[config.mk]
export PLATFORM = sky130hd
export DESIGN_NAME = round_robin_task_run_list_unit_flat
export DESIGN_NICKNAME = d
export VERILOG_FILES = /design/src/design/rrtl_pkg.sv /design/src/design/rrtl_if.sv /design/src/design/rrtl_ctrl.sv /design/src/design/rrtl_dp.sv /design/src/design/round_robin_task_run_list_unit.sv /design/src/flat_wrapper.sv
export SDC_FILE = /design/constraint.sdc
export NUM_CORES = 1
export LEC_CHECK = 0
export BUFFER_PORTS_ARGS = -buffer_cell sky130_fd_sc_hd__buf_2
export CELL_PAD_IN_SITES_DETAIL_PLACEMENT = 1
export CELL_PAD_IN_SITES_GLOBAL_PLACEMENT = 1
export CORE_ASPECT_RATIO = 0.9
export CORE_MARGIN = 2
export CORE_UTILIZATION = 44
export CTS_CLUSTER_DIAMETER = 30
export CTS_CLUSTER_SIZE = 25
export DETAILED_ROUTE_END_ITERATION = 7
export GPL_TIMING_DRIVEN = 1
export PLACE_DENSITY = 0.7
export SYNTH_ARGS = -nofsm -noshare
export SYNTH_HDL_FRONTEND = slang
export SYNTH_SLANG_ARGS = --single-unit
[constraint.sdc]
create_clock -name clk -period 4.4 [get_ports clk]
set_clock_uncertainty 0.2 [all_clocks]
set_input_delay 0.22 -clock clk [delete_from_list [all_inputs] [get_ports clk]]
set_output_delay 0.22 -clock clk [all_outputs]
set_load 0.01 [all_outputs]
[src/design/rrtl_pkg.sv]
// Package for the round-robin task run list: opcodes, status codes,
// task state codes, controller state type and controller/datapath structs.
// No dependencies.
package rrtl_pkg;

  // Fixed payload widths
  localparam int OPCODE_W = 2;
  localparam int TASK_W   = 4;
  localparam int STATUS_W = 2;

  // Opcodes
  localparam logic [OPCODE_W-1:0] OP_RUN   = 2'd0;
  localparam logic [OPCODE_W-1:0] OP_SLEEP = 2'd1;
  localparam logic [OPCODE_W-1:0] OP_SLICE = 2'd2;

  // Result status codes
  localparam logic [STATUS_W-1:0] STAT_DONE    = 2'd0;
  localparam logic [STATUS_W-1:0] STAT_NOCHG   = 2'd1;
  localparam logic [STATUS_W-1:0] STAT_REFUSED = 2'd2;

  // Per-task state codes
  localparam logic [1:0] TS_IDLE  = 2'd0;
  localparam logic [1:0] TS_RUN   = 2'd1;
  localparam logic [1:0] TS_SLEEP = 2'd2;

  // Minimum running tasks for a slice expiry to rotate
  localparam int SLICE_MIN_RUNNING = 2;

  typedef enum logic {
    S_IDLE,
    S_EXEC
  } ctl_state_t;

  // Controller to datapath
  typedef struct packed {
    logic capture;   // latch item, read link memories
    logic execute;   // update lists, load result register
  } ctl_cmd_t;

  // Datapath to controller
  typedef struct packed {
    logic out_full;
  } dp_status_t;

endpackage

[src/design/rrtl_if.sv]
// Handshake interfaces for request items and result items.
// Depends on rrtl_pkg for payload widths.
interface rrtl_req_if;
  logic                           valid;
  logic                           ready;
  logic [rrtl_pkg::OPCODE_W-1:0]  opcode;
  logic [rrtl_pkg::TASK_W-1:0]    task_id;

  modport source (output valid, output opcode, output task_id, input ready);
  modport sink   (input valid, input opcode, input task_id, output ready);
endinterface

interface rrtl_res_if;
  logic                           valid;
  logic                           ready;
  logic                           do_switch;
  logic [rrtl_pkg::TASK_W-1:0]    target_task;
  logic [rrtl_pkg::STATUS_W-1:0]  status;

  modport source (output valid, output do_switch, output target_task, output status,
                  input ready);
  modport sink   (input valid, input do_switch, input target_task, input status,
                  output ready);
endinterface

[src/design/rrtl_ctrl.sv]
// Controller for the run list: two-state sequencer that captures an item
// and then commits its update once the result register is free.
// Depends on rrtl_pkg.
module rrtl_ctrl (
  input  logic                  clk,
  input  logic                  rst,
  input  logic                  in_valid,
  output logic                  in_ready,
  input  logic                  out_ready,
  input  rrtl_pkg::dp_status_t  status,
  output rrtl_pkg::ctl_cmd_t    cmd
);
  import rrtl_pkg::*;

  ctl_state_t state, state_next;

  // State register
  always_ff @(posedge clk) begin
    if (rst) begin
      state <= S_IDLE;
    end else begin
      state <= state_next;
    end
  end

  // Next state and commands
  always_comb begin
    state_next  = state;
    in_ready    = 1'b0;
    cmd.capture = 1'b0;
    cmd.execute = 1'b0;
    unique case (state)
      S_IDLE: begin
        in_ready = 1'b1;
        if (in_valid) begin
          cmd.capture = 1'b1;
          state_next  = S_EXEC;
        end
      end
      S_EXEC: begin
        // commit only when the result slot is empty or draining
        if (!status.out_full || out_ready) begin
          cmd.execute = 1'b1;
          state_next  = S_IDLE;
        end
      end
      default: state_next = S_IDLE;
    endcase
  end

endmodule

[src/design/rrtl_dp.sv]
// Datapath for the run list: task state flops, next/prev link memories,
// head/tail/current/count registers and the result register.
// Depends on rrtl_pkg.
module rrtl_dp #(
  parameter int MAX_TASKS = 16
) (
  input  logic                            clk,
  input  logic                            rst,
  input  rrtl_pkg::ctl_cmd_t              cmd,
  output rrtl_pkg::dp_status_t            status,
  input  logic [rrtl_pkg::OPCODE_W-1:0]   in_opcode,
  input  logic [rrtl_pkg::TASK_W-1:0]     in_task_id,
  output logic                            out_valid,
  input  logic                            out_ready,
  output logic                            out_do_switch,
  output logic [rrtl_pkg::TASK_W-1:0]     out_target_task,
  output logic [rrtl_pkg::STATUS_W-1:0]   out_status
);
  import rrtl_pkg::*;

  localparam int IW = (MAX_TASKS > 1) ? $clog2(MAX_TASKS) : 1;
  localparam int CW = $clog2(MAX_TASKS + 1);
  localparam int XW = IW + TASK_W;

  // Link memories and task states
  logic [IW-1:0] next_mem [MAX_TASKS];
  logic [IW-1:0] prev_mem [MAX_TASKS];
  logic [1:0]    tstate   [MAX_TASKS];

  // List registers
  logic [IW-1:0] head, tail, cur;
  logic [CW-1:0] count;

  // Captured item and registered link reads
  logic [OPCODE_W-1:0] op_q;
  logic [IW-1:0]       t_q;
  logic                t_ok_q;
  logic [IW-1:0]       nxt_rd, prv_rd;

  // Incoming task id widened for range check and index
  logic [XW-1:0] t_wide;
  logic [IW-1:0] t_idx;
  logic          t_ok;
  logic [IW-1:0] rd_addr;

  assign t_wide  = {{IW{1'b0}}, in_task_id};
  assign t_idx   = t_wide[IW-1:0];
  assign t_ok    = (t_wide < XW'(MAX_TASKS));
  assign rd_addr = (in_opcode == OP_SLICE) ? cur : t_idx;

  // Update decisions
  logic [IW-1:0]       head_n, tail_n, cur_n;
  logic [CW-1:0]       count_n;
  logic                sw_n;
  logic [STATUS_W-1:0] st_n;
  logic                ts_we;
  logic [1:0]          ts_wd;
  logic                next_we, prev_we;
  logic [IW-1:0]       next_wa, next_wd, prev_wa, prev_wd;
  logic [1:0]          ts_cur;
  logic                was_cur;

  assign ts_cur  = tstate[t_q];
  assign was_cur = (cur == t_q);

  always_comb begin
    head_n  = head;
    tail_n  = tail;
    cur_n   = cur;
    count_n = count;
    sw_n    = 1'b0;
    st_n    = STAT_NOCHG;
    ts_we   = 1'b0;
    ts_wd   = TS_SLEEP;
    next_we = 1'b0;
    next_wa = tail;
    next_wd = t_q;
    prev_we = 1'b0;
    prev_wa = t_q;
    prev_wd = tail;
    unique case (op_q)
      OP_SLICE: begin
        if (count >= CW'(SLICE_MIN_RUNNING)) begin
          cur_n = (cur == tail) ? head : nxt_rd;
          sw_n  = 1'b1;
          st_n  = STAT_DONE;
        end
      end
      OP_RUN: begin
        // append at the tail
        if (t_ok_q && ts_cur != TS_RUN) begin
          ts_we   = 1'b1;
          ts_wd   = TS_RUN;
          count_n = count + CW'(1);
          next_we = 1'b1;
          prev_we = 1'b1;
          tail_n  = t_q;
          st_n    = STAT_DONE;
        end
      end
      OP_SLEEP: begin
        if (t_ok_q) begin
          if (ts_cur == TS_IDLE) begin
            // not linked: mark only
            ts_we = 1'b1;
            st_n  = STAT_DONE;
          end else if (ts_cur == TS_RUN) begin
            if (count <= CW'(1)) begin
              st_n = STAT_REFUSED;
            end else begin
              count_n = count - CW'(1);
              if (head == t_q) begin
                head_n = nxt_rd;
                if (was_cur) cur_n = nxt_rd;
              end else if (tail == t_q) begin
                tail_n = prv_rd;
                if (was_cur) cur_n = head;
              end else begin
                // unlink from the middle
                next_we = 1'b1;
                next_wa = prv_rd;
                next_wd = nxt_rd;
                prev_we = 1'b1;
                prev_wa = nxt_rd;
                prev_wd = prv_rd;
                if (was_cur) cur_n = nxt_rd;
              end
              ts_we = 1'b1;
              sw_n  = was_cur;
              st_n  = STAT_DONE;
            end
          end
        end
      end
      default: ;
    endcase
  end

  // Link memories: one write and one registered read each
  always_ff @(posedge clk) begin
    if (cmd.execute && next_we) next_mem[next_wa] <= next_wd;
    if (cmd.execute && prev_we) prev_mem[prev_wa] <= prev_wd;
    if (cmd.capture) begin
      nxt_rd <= next_mem[rd_addr];
      prv_rd <= prev_mem[rd_addr];
    end
  end

  // Captured item
  always_ff @(posedge clk) begin
    if (cmd.capture) begin
      op_q   <= in_opcode;
      t_q    <= t_idx;
      t_ok_q <= t_ok;
    end
  end

  // Task states: task 0 running, others idle after reset
  always_ff @(posedge clk) begin
    if (rst) begin
      for (int i = 0; i < MAX_TASKS; i++) tstate[i] <= (i == 0) ? TS_RUN : TS_IDLE;
    end else if (cmd.execute && ts_we) begin
      tstate[t_q] <= ts_wd;
    end
  end

  // List registers
  always_ff @(posedge clk) begin
    if (rst) begin
      head  <= '0;
      tail  <= '0;
      cur   <= '0;
      count <= CW'(1);
    end else if (cmd.execute) begin
      head  <= head_n;
      tail  <= tail_n;
      cur   <= cur_n;
      count <= count_n;
    end
  end

  // Result register
  logic [XW-1:0] cur_n_wide;
  assign cur_n_wide = {{TASK_W{1'b0}}, cur_n};

  always_ff @(posedge clk) begin
    if (rst) begin
      out_valid <= 1'b0;
    end else if (cmd.execute) begin
      out_valid <= 1'b1;
    end else if (out_ready) begin
      out_valid <= 1'b0;
    end
  end

  always_ff @(posedge clk) begin
    if (cmd.execute) begin
      out_do_switch   <= sw_n;
      out_target_task <= cur_n_wide[TASK_W-1:0];
      out_status      <= st_n;
    end
  end

  assign status.out_full = out_valid;

  // The last running task can never leave the list
  a_count_nonzero: assert property (@(posedge clk) disable iff (rst) count != '0)
    else $error("running count reached zero");

  a_count_max: assert property (@(posedge clk) disable iff (rst)
    count <= CW'(MAX_TASKS))
    else $error("running count above task limit");

  a_exec_result: assert property (@(posedge clk) disable iff (rst)
    cmd.execute |=> out_valid)
    else $error("committed item produced no result");

endmodule

[src/design/round_robin_task_run_list_unit.sv]
// Top level of the round-robin task run list; ties controller and datapath.
// Depends on rrtl_pkg, rrtl_if, rrtl_ctrl and rrtl_dp.
//
// On accept, a request item reads the next/prev link memories for the
// named task (or the current task on slice expiry); then, in the S_EXEC
// state, the list update is committed and the result register loaded. A new
// item is accepted on the cycle after the commit, not while one is in
// flight; the commit waits while a previous result is still held and not
// taken. Exactly one result item is produced per request. Tasks with ids at
// or above MAX_TASKS, and unused opcodes, return status "no change".
module round_robin_task_run_list_unit #(
  parameter int MAX_TASKS = 16
) (
  input  logic            clk,
  input  logic            rst,
  rrtl_req_if.sink        req,
  rrtl_res_if.source      res
);
  import rrtl_pkg::*;

  ctl_cmd_t   cmd;
  dp_status_t status;

  rrtl_ctrl u_ctrl (
    .clk       (clk),
    .rst       (rst),
    .in_valid  (req.valid),
    .in_ready  (req.ready),
    .out_ready (res.ready),
    .status    (status),
    .cmd       (cmd)
  );

  rrtl_dp #(
    .MAX_TASKS (MAX_TASKS)
  ) u_dp (
    .clk             (clk),
    .rst             (rst),
    .cmd             (cmd),
    .status          (status),
    .in_opcode       (req.opcode),
    .in_task_id      (req.task_id),
    .out_valid       (res.valid),
    .out_ready       (res.ready),
    .out_do_switch   (res.do_switch),
    .out_target_task (res.target_task),
    .out_status      (res.status)
  );

endmodule

[src/flat_wrapper.sv]
// flat-port wrapper written by rule: the top's interface ports become plain ports
module round_robin_task_run_list_unit_flat import rrtl_pkg::*;
#(
  parameter int MAX_TASKS = 16
)
  (clk, rst, req_valid, req_opcode, req_task_id, req_ready, res_valid, res_do_switch, res_target_task, res_status, res_ready);
  rrtl_req_if req_i ();
  rrtl_res_if res_i ();
  input  logic clk;
  input  logic rst;
  input wire logic [$bits(req_i.valid)-1:0] req_valid;
  input wire logic [$bits(req_i.opcode)-1:0] req_opcode;
  input wire logic [$bits(req_i.task_id)-1:0] req_task_id;
  output wire logic [$bits(req_i.ready)-1:0] req_ready;
  output wire logic [$bits(res_i.valid)-1:0] res_valid;
  output wire logic [$bits(res_i.do_switch)-1:0] res_do_switch;
  output wire logic [$bits(res_i.target_task)-1:0] res_target_task;
  output wire logic [$bits(res_i.status)-1:0] res_status;
  input wire logic [$bits(res_i.ready)-1:0] res_ready;
  assign req_i.valid = req_valid;
  assign req_i.opcode = req_opcode;
  assign req_i.task_id = req_task_id;
  assign req_ready = req_i.ready;
  assign res_valid = res_i.valid;
  assign res_do_switch = res_i.do_switch;
  assign res_target_task = res_i.target_task;
  assign res_status = res_i.status;
  assign res_i.ready = res_ready;
  round_robin_task_run_list_unit #(.MAX_TASKS(MAX_TASKS)) u_core (.clk(clk), .rst(rst), .req(req_i), .res(res_i));
endmodule
Yosys cells after proc, flatten, opt, wreduce, memory -nomap -nowiden
Memories as Yosys holds them, arrays and structs flattened. A register that Yosys moved wholly into a read port is not among the register bits.
Index checks and enable logic that the tools add are counted.

word-level totals
  latch bits = 0
  memory bits (writable) = 160
  memories kept = 3
  input port bits = 10
  flip-flop bits (word level) = 33
  memory bits (read-only) = 0

cells by class
  shift-type cells = 0
  div/mod/pow operators = 0
  multipliers = 0
  equal/unequal tests = 16
  reductions and logical operators = 13
  bitwise logic cells = 3
  $add $sub $neg = 2
  magnitude comparators = 3
  mux-type cells = 88

memories
  name                  depth  bits a word  read ports  clocked after Yosys merged registers in  write ports  RTL line       RTL
  u_core.u_dp.next_mem  16     4            1           1                                        1            rrtl_dp.sv:26  logic [IW-1:0] next_mem [MAX_TASKS];
  u_core.u_dp.prev_mem  16     4            1           1                                        1            rrtl_dp.sv:27  logic [IW-1:0] prev_mem [MAX_TASKS];
  u_core.u_dp.tstate    16     2            1           1                                        16           rrtl_dp.sv:28  logic [1:0] tstate [MAX_TASKS];

operator list
  operator             number
  $mux 4               34
  $mux 1               34
  $mux 5               5
  $eq 4x4->1           4
  $pmux 4 s2           2
  $mux 2               7
  $ne 2x2->1 const B   7
  $reduce_and 7->1     2
  $pmux 5 s2           1
  $reduce_and 9->1     1
  $pmux 1 s2           4
  $pmux 2 s3           1
  $add 5x1->5 const B  1
  $ge 5x2->1 const B   1
  $le 5x1->1 const B   1
  $lt 4x5->1 const B   1
  $sub 5x1->5 const B  1
  $eq 2x1->1 const B   2
  $eq 2x2->1 const B   2
  $logic_not 2->1      2
  $reduce_bool 2->1    2
  $logic_and 1x1->1    3
  $not 1->1            3
  $ne 2x1->1 const B   1
  other kinds (3)      3

Logic depth before layout (Yosys ltp)
Gate-level depths: netlist of run 1.

  word-level depth = 12
  depth in mapped cells = 10

Hierarchy
A second synthesis of run 1 with hierarchy kept.

second synthesis, totals
  cells, all modules = 674
  area total of the unflattened synthesis = 9,765.6 µm²

modules (own cells, without submodules)
  module     sequential area each (µm²)  times used  cells each  area an instance (µm²)
  rrtl_dp    5,875.6                     1           666         9,706.8
  rrtl_ctrl  20.0                        1           8           58.8

Worst setup path before layout of run 1
Ideal clock, no wire load.

  path type = reg2reg
  start = register with a tool-made name
  end = memory u_core.u_dp.prev_mem[2][0] in the netlist's numbering (enable)
  slack = 1.316 ns
  cell stages (with the launch flop) = 10
  clock period less this slack = 3.084 ns
  arrival = 2.507 ns
  cells stage by stage = dfxtp_1 buf_6 mux4_2 nand3_2 nand4_2 buf_2 o31ai_4 and2_1 inv_2 nor4_1

RTL lines
  item              RTL line
  end: declaration  rrtl_dp.sv:27

==> flow_results.org, run 1 <==
** Worst hold path
- In this run the worst hold path is classified as primary input to flip-flop.
- The worst hold path passes through 2 cells.

** STA
- At the pin with the least slew margin, the transition time is 1.03 ns.
- Summed over all failing endpoints, the final setup total negative slack is 0 ns.
- Total setup violations reported at the end of the flow :: 0
- The number of max-slew violations in the final report came to 0.
- The clock period could shrink to 3.89 ns.
- Unrepaired setup endpoints after global routing :: false
- F_max :: 0.257 GHz
- Of the available clock period, the critical path in the final layout requires 88.5%.
- Hold Fails Final Rpt :: 0
- Headroom to the max-slew limit came out at 30.8%.
- Once routing completed, OpenROAD measured the worst setup slack at 0.507 ns.

** Layout
- Layout cell share with drive strength beyond 1 :: 28.7%
- Antenna diode count :: 0
- Most frequent standard cell in the layout excluding fill and tap cells :: sky130_fd_sc_hd__edfxtp_1
- The count of cells in the finished layout, fillers not included, comes to 1033.
- After filler insertion, the fill cell instance count of the layout stands at 2075.
- Measured on the finished design, the core utilization comes to 54.0%.
- Number of nets in the finished design :: 727
- Commonest cells after routing, fill and taps aside :: sky130_fd_sc_hd__edfxtp_1 (181), sky130_fd_sc_hd__clkbuf_16 (41), sky130_fd_sc_hd__mux4_2 (40)
- Syn-to-layout area delta :: 21.3%

** Power and ir drop
- Max VDD drop :: 0.350 mV
- Pwr dens :: 505 nW/µm²
- Total power for the finished layout comes to 5.86 mW.
- LEAKAGE :: 4.01 nW

** Synthesis
- In this run, synthesis inferred 181 flip-flops with an integrated enable.
- Summed instance area of the synthesized netlist :: 9560 µm²
- Synthesized netlist cell count :: 656
- Post-synthesis sequential element count :: 204
- Of the synthesized area, sequential elements account for 61.6%.
- The Yosys step of the flow raised 0 warnings.
- Counting distinct cell types in the post-synthesis netlist gives 66.
- Counting flops with an async set or reset pin after synthesis yields a share of 0%.
- Synthesized netlist net count :: 674
- Most frequently used flop master after synthesis :: sky130_fd_sc_hd__edfxtp_1
- A synthesized cell averages 14.6 µm².

** Route
- Routed WL per cell :: 24.2 µm
- Once detail routing completed, the nets flagged for antenna violations numbered 0.
- The pre-antenna-repair detailed-routing pass consisted of 4 iterations.
- Total DRC errors in the routed layout :: 0
- Across all layers, the routed design uses 6165 vias.
- After detailed routing, the number of vias per cell comes to 5.97.
- Detailed Route WL :: 25.0 mm
- For this block, the initial DRC count from the detailed router was 403.

** Clocking
- The later pin in the worst-skew pair is clocked with a latency of 0.53 ns.
- TritonCTS created 41 clock buffers.
- Clock tree from TritonCTS :: built
- Post_cts resized :: 0
- The H-tree was split into 2 levels.
- The clock net in this run drives a total of 204 sinks.
- Clock transition at path regs :: 0.05 ns
- Buffer depth of the longest clock path :: 3
- Root cell of the clock tree :: sky130_fd_sc_hd__clkbuf_16

** Die
- Area of the die :: 22900 µm²
- The die is 159 µm wide.
- The floorplan step defined a core boundary enclosing 21500 µm².
- Chip Height :: 144 µm
- Number of rows in the core area :: 51
- The initial utilization of the core area, before any placement, comes to 44.5%.
- Pin placement for this block handled 19 I/O pins.

** GRT
- Entering global routing, the biggest net connects 40 pins.
- Total congestion overflow :: 0
- The first global-routing pass estimated 39.8 mm of wire.
- The number of global-route vias before repair is 6757.
- Global-route usage over all layers :: 22.7%
- Number of antenna violations at the first check in global routing :: 0

** Worst setup path
- STA puts the critical path data required time at 4.36 ns.
- Worst setup path class :: flip-flop to flip-flop
- Buffers and inverters on the worst path :: 1
- Traced cell by cell, the critical path runs through mux4_2, nand2_1, and4_4, nand3_4, mux2i_4, inv_2, nor3_1.
- Slowest cell delay on critical path :: 0.68 ns
- The critical path runs through a total of 7 cells.
- The number of cells on the worst reg-to-reg path is 7.
- Largest driver fanout on the critical path :: 24
- Element type at the critical path start :: flip-flop
- On the critical path, the stage with the largest delay is an instance of sky130_fd_sc_hd__nor3_1.
- STA puts the critical path data arrival time at 3.85 ns.
- Kind of cell with the highest combined delay on the critical path :: simple AND/OR/NAND/NOR gates
- Kind of end point of the critical path :: flip-flop

** Placed design
- Cell total after placement :: 949
- Summed over all nets, the half-perimeter wirelength after detailed placement is 16.3 mm.
- RePlAce Congestion :: 0.811
- The count of buffers added on input and output ports is 18.
- OpenSTA, run right after detailed placement, puts the worst setup slack at 0.495 ns.

** Flow run
- Maxcap violations :: 0

** Outcome
- Run status :: finished clean
-- flip-flops by register name, summed over array words and instances, names as in the netlist, 4 cells and up, named ones only --
| signal | flops |
|---|---|
| u_core.u_dp.t_q | 4 |
| u_core.u_dp.count | 5 |
| u_core.u_dp.out_target_task | 4 |
| u_core.u_dp.tail | 4 |
| u_core.u_dp.tstate | 32 |
| u_core.u_dp.next_mem | 64 |
| u_core.u_dp.head | 4 |
| u_core.u_dp.prev_mem | 64 |
| u_core.u_dp.prv_rd | 4 |
| u_core.u_dp.cur | 4 |
| u_core.u_dp.nxt_rd | 4 |
-- metal layers --
layer / routed length, µm / up-vias / global-route usage, % / part of all wire [%]
met5: 0 / - / 0 / 0
met4: 687 / 0 / 9.28 / 2.7
met3: 1190 / 62 / 4.88 / 4.8
met2: 12400 / 178 / 38.8 / 50
met1: 10700 / 3182 / 28.5 / 43
li1: - / 2743 / - / -
-- timing repair --
item                                    in CTS  in global routing
buffers inserted                             0                  0
endpoints found under the setup margin       0                  0
hold endpoints to repair                    12                  0
hold buffers                                 8                  0
-- final timing paths --
check,startpoint,end,slack [ns]
worst max-delay path,flip-flop,u_core.u_dp.next_mem[0][2]$_DFFE_PP_,0.51
worst min-delay path,rst,u_core.u_dp.head[0]$_SDFFE_PP0P_,0.09
worst max register to register,flip-flop,u_core.u_dp.next_mem[0][2]$_DFFE_PP_,0.51
worst min register to register,u_core.u_dp.out_valid$_SDFFE_PP0P_,u_core.u_dp.out_valid$_SDFFE_PP0P_,0.30
-- cell usage after synthesis, types with 5 or more instances --
cell                         n  share of area [%]
sky130_fd_sc_hd__nor3_1     27                1.4
sky130_fd_sc_hd__xnor2_1    12                1.1
sky130_fd_sc_hd__clkbuf_1   25               0.98
sky130_fd_sc_hd__inv_2       6               0.24
sky130_fd_sc_hd__a22oi_1     8               0.63
sky130_fd_sc_hd__o21ai_0     8               0.42
sky130_fd_sc_hd__a31o_2     12                1.1
sky130_fd_sc_hd__a211oi_1    8               0.63
sky130_fd_sc_hd__nand2b_1   13               0.85
sky130_fd_sc_hd__buf_1       8               0.31
sky130_fd_sc_hd__mux2_2     11                1.3
sky130_fd_sc_hd__nand2_1    20               0.78
sky130_fd_sc_hd__nor2b_1    20                1.3
sky130_fd_sc_hd__edfxtp_1  181                 57
sky130_fd_sc_hd__inv_1      19               0.75
sky130_fd_sc_hd__nor2_1     21               0.82
sky130_fd_sc_hd__o21ai_1     7               0.37
sky130_fd_sc_hd__nand4_1     9               0.59
sky130_fd_sc_hd__and3_1      8               0.52
sky130_fd_sc_hd__a21oi_1    17               0.89
sky130_fd_sc_hd__mux4_2     40                9.4
sky130_fd_sc_hd__buf_2      10               0.52
sky130_fd_sc_hd__mux2i_1    19                2.0
sky130_fd_sc_hd__dfxtp_1    23                4.8
sky130_fd_sc_hd__nor4_1     32                2.1
sky130_fd_sc_hd__ha_1        8                1.0
sky130_fd_sc_hd__xor2_1      5               0.46
-- through the flow --
step / cell area, µm² / hold WS [ns]
final: 11600 / 0.0929
after global routing: 11600 / 0.118
after CTS: 11600 / 0.0801
after detailed placement: 10100 / 0.230
after global placement: 10100 / 0.222
after floorplan: 9560 / 0.119
-- kinds of logic after synthesis --
family	count (synthesis)	share of synthesized area, %
mux	75	13.8
compound gates	102	8.06
simple gates	178	10.8
xor+xnor	17	1.56
fa+ha+maj	8	1.05
flops	204	61.6
buf+inv	72	3.13
-- cell type report --
| cell class | instances | area (µm²) | share of cell area [%] |
|---|---|---|---|
| inverter | 25 | 93.8 | 0.809 |
| tap | 291 | 364 | 3.14 |
| multi-input combinational | 380 | 3400 | 29.3 |
| clock buffer | 47 | 1080 | 9.30 |
| timing repair buffer | 57 | 403 | 3.47 |
| sequential | 204 | 5900 | 50.8 |
| clock inverter | 29 | 370 | 3.19 |
-- power by group --
group	internal, mW	total (mW)	leakage (nW)	switching [mW]
Sequential	2.15	2.20	1.88	0.0443
Combinational	0.164	0.436	1.43	0.273
Clock	2.18	3.23	0.696	1.05
Total	4.49	5.86	4.01	1.37
Note: power is estimated with default switching activity, not from simulation.
==> run 2: changes to the inputs <==
- CTS_BUF_LIST: unset -> sky130_fd_sc_hd__clkbuf_4 sky130_fd_sc_hd__clkbuf_8
==> run 2 against run 1 <==
Net effect: wire length is 1.6% lower; clock power is 29% lower; non-clock buffer count stayed put; via count is 0.28% lower; setup slack better by 0.0028 ns; power is 16% lower; design area is 4.0% lower; count of clock-buffer cells in the layout stayed put; sequential power hardly changed; final cell count stayed put; critical endpoint unchanged.
==> flow_results.org, run 2 (same netlist as run 1, synthesis figures left out) <==
** STA
- Unrepaired setup endpoints after global routing :: false
- The least setup slack across all paths after layout came to 0.510 ns (+0.00282 ns).
- Hold Fails Final Rpt :: 0 (unchanged)
- The measured slew at the worst slew-check pin was 1.04 ns (+0.00318 ns).
- The ratio of final minimum period to clock period was 88.4% (about the same).
- F_max :: 0.257 GHz (about the same)
- The final setup violation count came to 0 (unchanged).
- Max Slew Vio Count :: 0 (unchanged)
- Worst slew margin relative to its limit :: 30.6% (-0.21 points)
- The minimum clock period after layout was 3.89 ns (-0.00282 ns).
- Post-route setup TNS :: 0 ns (unchanged)

** Layout
- In the final layout, the registers with the most flip-flops are u_core.u_dp.next_mem x64, u_core.u_dp.prev_mem x64, u_core.u_dp.tstate x32.
- Number of inserted filler cells in the final layout :: 2122 (+2.3%)
- Layout cell share with drive strength beyond 1 :: 29.1% (+0.40 points)
- Sequential Area :: 5900 µm² (unchanged)
- Antenna diode count :: 0 (unchanged)
- Leaving out fill and tap cells, the most frequent cells in the layout are sky130_fd_sc_hd__edfxtp_1 (181), sky130_fd_sc_hd__clkbuf_8 (44), sky130_fd_sc_hd__mux4_2 (40).
- Syn-to-layout area delta :: 16.4%
- Area used by multi-input combinational logic :: 3400 µm² (unchanged)
- The number of nets in the layout is 727 (unchanged).
- Most frequent standard cell in the layout excluding fill and tap cells :: sky130_fd_sc_hd__edfxtp_1

** Worst setup path
- Worst setup path class :: flip-flop to flip-flop
- Depth of the worst register-to-register path :: 7 (unchanged)
- The arrival time of data at the critical path endpoint is 3.87 ns (+0.02 ns).
- Logic depth of the worst path, buffers included :: 7 (unchanged)
- The cell family contributing the most delay on the critical path is simple AND/OR/NAND/NOR gates.
- Element type at the critical path start :: flip-flop
- Walking the worst path, the cells encountered are mux4_2, nand2_1, and4_4, nand3_4, mux2i_4, inv_2, nor3_1.
- The worst setup path is captured at a flip-flop.
- Buffers and inverters on the worst path :: 1 (unchanged)
- The maximum net fanout on the critical path is 24 (unchanged).
- The maximum single-stage delay on the critical path was 0.67 ns (about the same).
- The endpoint required time on the critical path was 4.38 ns (+0.02 ns).
- The slowest stage of the critical path is the sky130_fd_sc_hd__nor3_1 cell.

** Route
- Routed WL per cell :: 23.8 µm (-1.6%)
- Routed length on met1 :: 10.6 mm (-1.2%)
- Signal routing reaches up to met4.
- The count of routing violations after the opening detailed-route iteration is 416 (+3.2%).
- Vias per std cell :: 5.95 (-0.28%)
- The total number of vias was 6148 (-0.28%).
- The met3 wire length was 1.27 mm (+6.7%).
- Number of detailed-routing iterations run before antenna repair :: 5 (+1)
- The sum of met2 wire segment lengths after detailed routing is 12.1 mm (-1.9%).
- Detailed Route WL :: 24.6 mm (-1.6%)
- Total DRC errors in the routed layout :: 0 (unchanged)
- Number of antenna-violating nets in the routed design :: 0 (unchanged)

** Worst hold path
- Min-Delay Path Depth :: 2 (unchanged)
- In this run the most critical hold path is launched from rst.
- In this run the worst hold path is classified as primary input to flip-flop.

** GRT
- The initial antenna violation count is 0 (unchanged).
- Number of global-route vias before repair :: 6642 (-1.7%)
- Pin count of the biggest net entering global routing :: 40 (unchanged)
- The remaining global-route overflow was 0 (unchanged).
- The wire length of the first global-routing pass is 38.7 mm (-2.8%).
- Global-route usage over all layers :: 22.0% (-0.68 points)

** Outcome
- The flow ran to the end, and the final reports show no timing, DRC or antenna violations.

** Clocking
- Clock tree from TritonCTS :: built
- Buffer depth of the longest clock path :: 3 (unchanged)
- The clock buffer count from CTS is 41 (unchanged).
- The number of H-tree levels is 2 (unchanged).
- The clock sink total is 204 (unchanged).
- Clock transition at path regs :: 0.06 ns (about the same)
- Post-CTS setup buffer count :: 0 (unchanged)
- Worst-skew pair later-pin latency :: 0.56 ns (+0.03 ns)
- The tree is rooted in a sky130_fd_sc_hd__clkbuf_8.

** Power and ir drop
- Pwr dens :: 442 nW/µm² (-12%)
- LEAKAGE :: 3.80 nW (-5.2%)
- The maximum vdd drop came to 0.290 mV (-17%).

** Die
- The area enclosed by the die boundary came to 22900 µm² (unchanged).
- Die width :: 159 µm (unchanged)
- The number of placement rows came to 51 (unchanged).
- The vertical extent of the die was 144 µm (unchanged).
- The area inside the core boundary is 21500 µm² (unchanged).
- Number of top-level pins :: 19 (unchanged)
- Initial cell density of the core :: 44.5% (unchanged)

** Placed design
- Half-perimeter wire length after placement :: 16.3 mm (unchanged)
- RePlAce Congestion :: 0.811 (unchanged)
- Buffers on Ports :: 18 (unchanged)
- The pre-CTS setup slack is 0.495 ns (unchanged).

** Flow run
- Maxcap violations :: 0 (unchanged)
run 2: changes by cell type in the layout (fill, tap and decap cells not counted):
cell	change
sky130_fd_sc_hd__clkbuf_4	+3
sky130_fd_sc_hd__inv_6	+1
sky130_fd_sc_hd__clkbuf_1	-3
sky130_fd_sc_hd__clkinvlp_4	+1
sky130_fd_sc_hd__clkbuf_8	+41
sky130_fd_sc_hd__clkinv_8	-2
sky130_fd_sc_hd__clkbuf_16	-41
run 2: area by class of cell:
type | count | area share [%]
well taps | 291 | 3.27
multi-input cells | 380 | 30.5
flip-flops and latches | 204 | 52.9
repair buffers | 57 | 3.62
clock inverters | 29 | 3.18
clock buffers | 47 | 5.64
inverters | 25 | 0.843
run 2: path summary, 6_finish.rpt:
check / end / slack, ns
setup / recovery: u_core.u_dp.next_mem[0][2]$_DFFE_PP_ / 0.51
hold / removal: u_core.u_dp.head[3]$_SDFFE_PP0P_ / 0.06
setup reg to reg: u_core.u_dp.next_mem[0][2]$_DFFE_PP_ / 0.51
hold reg to reg: u_core.u_dp.out_valid$_SDFFE_PP0P_ / 0.30
run 2: metrics by stage:
| stage | util (%) | cells | cell area [µm²] | total power [mW] | hold WS (ns) |
|---|---|---|---|---|---|
| 6_report | 51.8 | 1033 | 11100 | 4.92 | 0.0586 |
| 5_1_grt | 51.8 | 1033 | 11100 | 5.08 | 0.0818 |
| 4_1_cts | 51.8 | 1033 | 11100 | 4.97 | 0.0393 |
| 3_5_place_dp | 46.8 | 949 | 10100 | 2.66 | 0.230 |
| 3_3_place_gp | 46.8 | 949 | 10100 | 2.64 | 0.222 |
| 2_1_floorplan | - | 656 | 9560 | 2.52 | 0.119 |
run 2: what timing repair did:
action,in CTS,in global routing
resized for setup,0,0
endpoints found under the setup margin,0,0
endpoints found under the hold margin,12,0
hold buffers,8,0
run 2: worst register-to-register path, delay by kind of cell (launching register included):
| family | cells | cell delay [ns] |
|---|---|---|
| AND/OR/NAND/NOR | 4 | 1.39 |
| multiplexers | 2 | 0.98 |
| buffers and inverters | 1 | 0.30 |
| flip-flops | 1 | 0.65 |
run 2: layer usage:
layer	vias to the layer above	global-route usage, %
li1	2742	-
met1	3169	28.0
met2	184	37.7
met3	53	4.36
met4	0	8.66
met5	-	0
run 2: power breakdown:
group	switching, mW	total, mW	internal (mW)
registers	0.0438	2.19	2.15
logic	0.274	0.438	0.164
clock network	0.898	2.29	1.39
==> run 3: changes to the inputs <==
- PLACE_DENSITY: 0.7 -> 0.72
- clock period: 4.4 -> 3.51 ns (I/O delays scaled with it)
==> run 3 against run 2 <==
Net effect: non-clock buffer count increased by 26; highest routed layer unchanged; critical path depth increased by 4; maximum frequency increased by 16%; sequential cell count unchanged; clock power increased by 22%; critical path type unchanged; largest power group unchanged; count of clock-buffer cells in the layout unchanged; register-to-register slack got worse by 0.37 ns; wire length decreased by 1.7%.
==> flow_results.org, run 3 (same netlist as run 1, synthesis figures left out) <==
** STA
- The final setup violation count came to 0 (unchanged).
- The minimum clock period after layout came to 3.37 ns (-0.524 ns).
- Post-route clock period utilization :: 95.9% (+7.5 points)
- The number of hold violations in the final report was 0 (unchanged).
- Max Slew Vio Count :: 0 (unchanged)
- Setup repair after global routing could not meet its margin everywhere.
- Worst Tran Pin Value :: 0.816 ns (-0.221 ns)
- The maximum clock frequency was 0.297 GHz (+16%).
- The smallest hold slack is 0.162 ns (+0.103 ns).
- Worst slew margin relative to its limit :: 45.6% (+15 points)

** Power and ir drop
- The leakage power total is 3.94 nW (+3.6%).
- The total power consumption of the routed design came to 6.11 mW (+24%).
- The power density of the placed cells was 538 nW/µm² (+22%).
- The maximum vdd drop came to 0.386 mV (+33%).

** Placed design
- The number of buffer cells added on primary ports is 18 (unchanged).
- The placer's final routability congestion estimate came to 0.825 (+1.8%).
- The HPWL after detailed placement came to 16.4 mm (+0.99%).
- Cell total after placement :: 973 (+2.5%)

** GRT
- Pin count of the biggest net entering global routing :: 40 (unchanged)
- Number of antenna violations at the first check in global routing :: 0 (unchanged)
- Global-route wire length before repair :: 38.8 mm (+0.34%)
- The remaining global-route overflow was 0 (unchanged).
- Number of global-route vias before repair :: 6787 (+2.2%)
- The all-layer global routing usage came to 21.9% (-0.13 points).

** Route
- Detailed Route WL :: 24.2 mm (-1.7%)
- The count of routing violations after the opening detailed-route iteration came to 521 (+25%).
- The count of nets left with antenna violations after detail routing came to 0 (unchanged).
- The average wire length per cell after detail routing came to 22.7 µm (-4.5%).
- Via total after detailed routing :: 6202 (+0.88%)
- The total DRC errors in the routed layout is 0 (unchanged).
- Vias per std cell :: 5.83 (-2.0%)
- Number of detailed-routing iterations run before antenna repair :: 5 (unchanged)

** Clocking
- The clock buffer count from CTS came to 44 (+7.3%).
- Clock tree from TritonCTS :: built
- The cell sitting at the root of the clock tree is a sky130_fd_sc_hd__clkbuf_8.
- The deepest clock path buffer count was 3 (unchanged).
- The clock latency on the worst-skew pair was 0.55 ns (about the same).
- The clock-pin slew on the worst setup and hold paths came to 0.06 ns (about the same).
- Sinks on the clock net :: 204 (unchanged)
- The number of H-tree levels was 2 (unchanged).

** Layout
- Antenna diode count :: 0 (unchanged)
- The combined flip-flop and latch cell area is 5900 µm² (unchanged).
- The library cell used most frequently in the layout, excluding fill and tap cells, is sky130_fd_sc_hd__edfxtp_1.
- Syn-to-layout area delta :: 18.7%
- In the final layout, the registers with the most flip-flops are u_core.u_dp.next_mem x64, u_core.u_dp.prev_mem x64, u_core.u_dp.tstate x32.
- Final cell count without fillers :: 1063 (+2.9%)
- Area used by multi-input combinational logic :: 3410 µm² (+0.48%)
- The filler cell count was 2135 (+0.61%).
- The proportion of layout cells with a drive suffix above 1 was 31.5% (+2.4 points).
- Commonest cells after routing, fill and taps aside :: sky130_fd_sc_hd__edfxtp_1 (181), sky130_fd_sc_hd__buf_4 (55), sky130_fd_sc_hd__clkbuf_8 (44)
- The number of nets in the layout came to 756 (+4.0%).

** Worst setup path
- The startpoint identified for the worst register-to-register timing path is u_core.u_dp.count[1]$_SDFFE_PP0P_.
- The worst setup path is captured at a flip-flop.
- Worst setup path class :: flip-flop to flip-flop
- Data required time at the worst endpoint :: 3.58 ns (-0.80 ns)
- STA classifies the critical path startpoint as a flip-flop.
- Critical Path Start :: u_core.u_dp.count[1]$_SDFFE_PP0P_
- Largest driver fanout on the critical path :: 20 (-17%)
- The arrival time of data at the critical path endpoint came to 3.43 ns (-0.44 ns).

** Die
- The area enclosed by the die boundary was 22900 µm² (unchanged).
- The starting density of the core came to 44.5% (unchanged).
- The number of placement rows was 51 (unchanged).
- The die boundary width is 159 µm (unchanged).
- The area inside the core boundary was 21500 µm² (unchanged).
- Number of top-level pins :: 19 (unchanged)
- The vertical extent of the die is 144 µm (unchanged).

** Outcome
- The flow ran to the end, and the final reports show no timing, DRC or antenna violations.

** Flow run
- Maxcap violations :: 0 (unchanged)

** Worst hold path
- The path class of the tightest hold or removal check is primary input to flip-flop.
- The worst hold path begins at req_opcode[0].
run 3: changes by cell type in the layout (fill, tap and decap cells not counted), sizes merged:
cell / previous run / this run
dlygate4sd3: 8 / 9
buf: 49 / 74
clkinv: 12 / 15
inv: 28 / 31
bufinv: 7 / 5
run 3: critical path, cell delays in order (launching register included):
cell and delay [ns]:
sky130_fd_sc_hd__dfxtp_1 0.45, sky130_fd_sc_hd__inv_1 0.12, sky130_fd_sc_hd__ha_1 0.19, sky130_fd_sc_hd__o21ba_2 0.22, sky130_fd_sc_hd__or2_2 0.16, sky130_fd_sc_hd__nand4_1 0.25
sky130_fd_sc_hd__buf_4 0.26, sky130_fd_sc_hd__o31ai_4 0.26, sky130_fd_sc_hd__and2_4 0.24, sky130_fd_sc_hd__inv_2 0.17, sky130_fd_sc_hd__nor4_1 0.34, sky130_fd_sc_hd__buf_4 0.21
run 3: final cells by class:
class	count	area share (%)
inverters	25	0.826
repair buffers	83	5.40
clock buffers	47	5.53
flip-flops and latches	204	51.9
well taps	291	3.21
clock inverters	33	3.05
multi-input cells	380	30.1
run 3: what timing repair did:
item | CTS | global route
setup buffers | 0 | 1
resized for setup | 0 | 3
hold buffers | 9 | 0
setup endpoints to repair | 0 | 52
endpoints found under the hold margin | 15 | 0
run 3: through the flow:
stage / TNS (ns) / area (µm²) / utilization [%] / worst slack, ns
6_report: 0 / 11400 / 52.8 / 0.143
5_1_grt: -0.0592 / 11400 / 52.8 / -0.0136
4_1_cts: 0 / 11300 / 52.7 / 0.0716
3_5_place_dp: 0 / 10300 / 47.7 / 0.0777
3_3_place_gp: 0 / 10300 / 47.7 / 0.134
2_1_floorplan: 0 / 9560 / - / 0.426
run 3: routing by layer:
metal / up-vias / track usage (%) / wire [µm]
met3: 59 / 4.56 / 1180
met4: 0 / 8.66 / 657
li1: 2790 / - / -
met5: - / 0 / 0
met1: 3185 / 27.7 / 10300
met2: 168 / 37.3 / 12000
run 3: report_power, final:
group	internal (mW)	total [mW]	switching [mW]
clock network	1.63	2.79	1.16
registers	2.69	2.74	0.0460
logic	0.227	0.579	0.351
total	4.55	6.11	1.56
run 3: final timing paths:
kind                                           to  slack [ns]  cells after the start
max          u_core.u_dp.next_mem[3][2]$_DFFE_PP_        0.14                     11
min                 u_core.u_dp.op_q[0]$_DFFE_PP_        0.16                      2
max reg2reg  u_core.u_dp.next_mem[3][2]$_DFFE_PP_        0.14                     11
min reg2reg    u_core.u_dp.out_valid$_SDFFE_PP0P_        0.35                      2
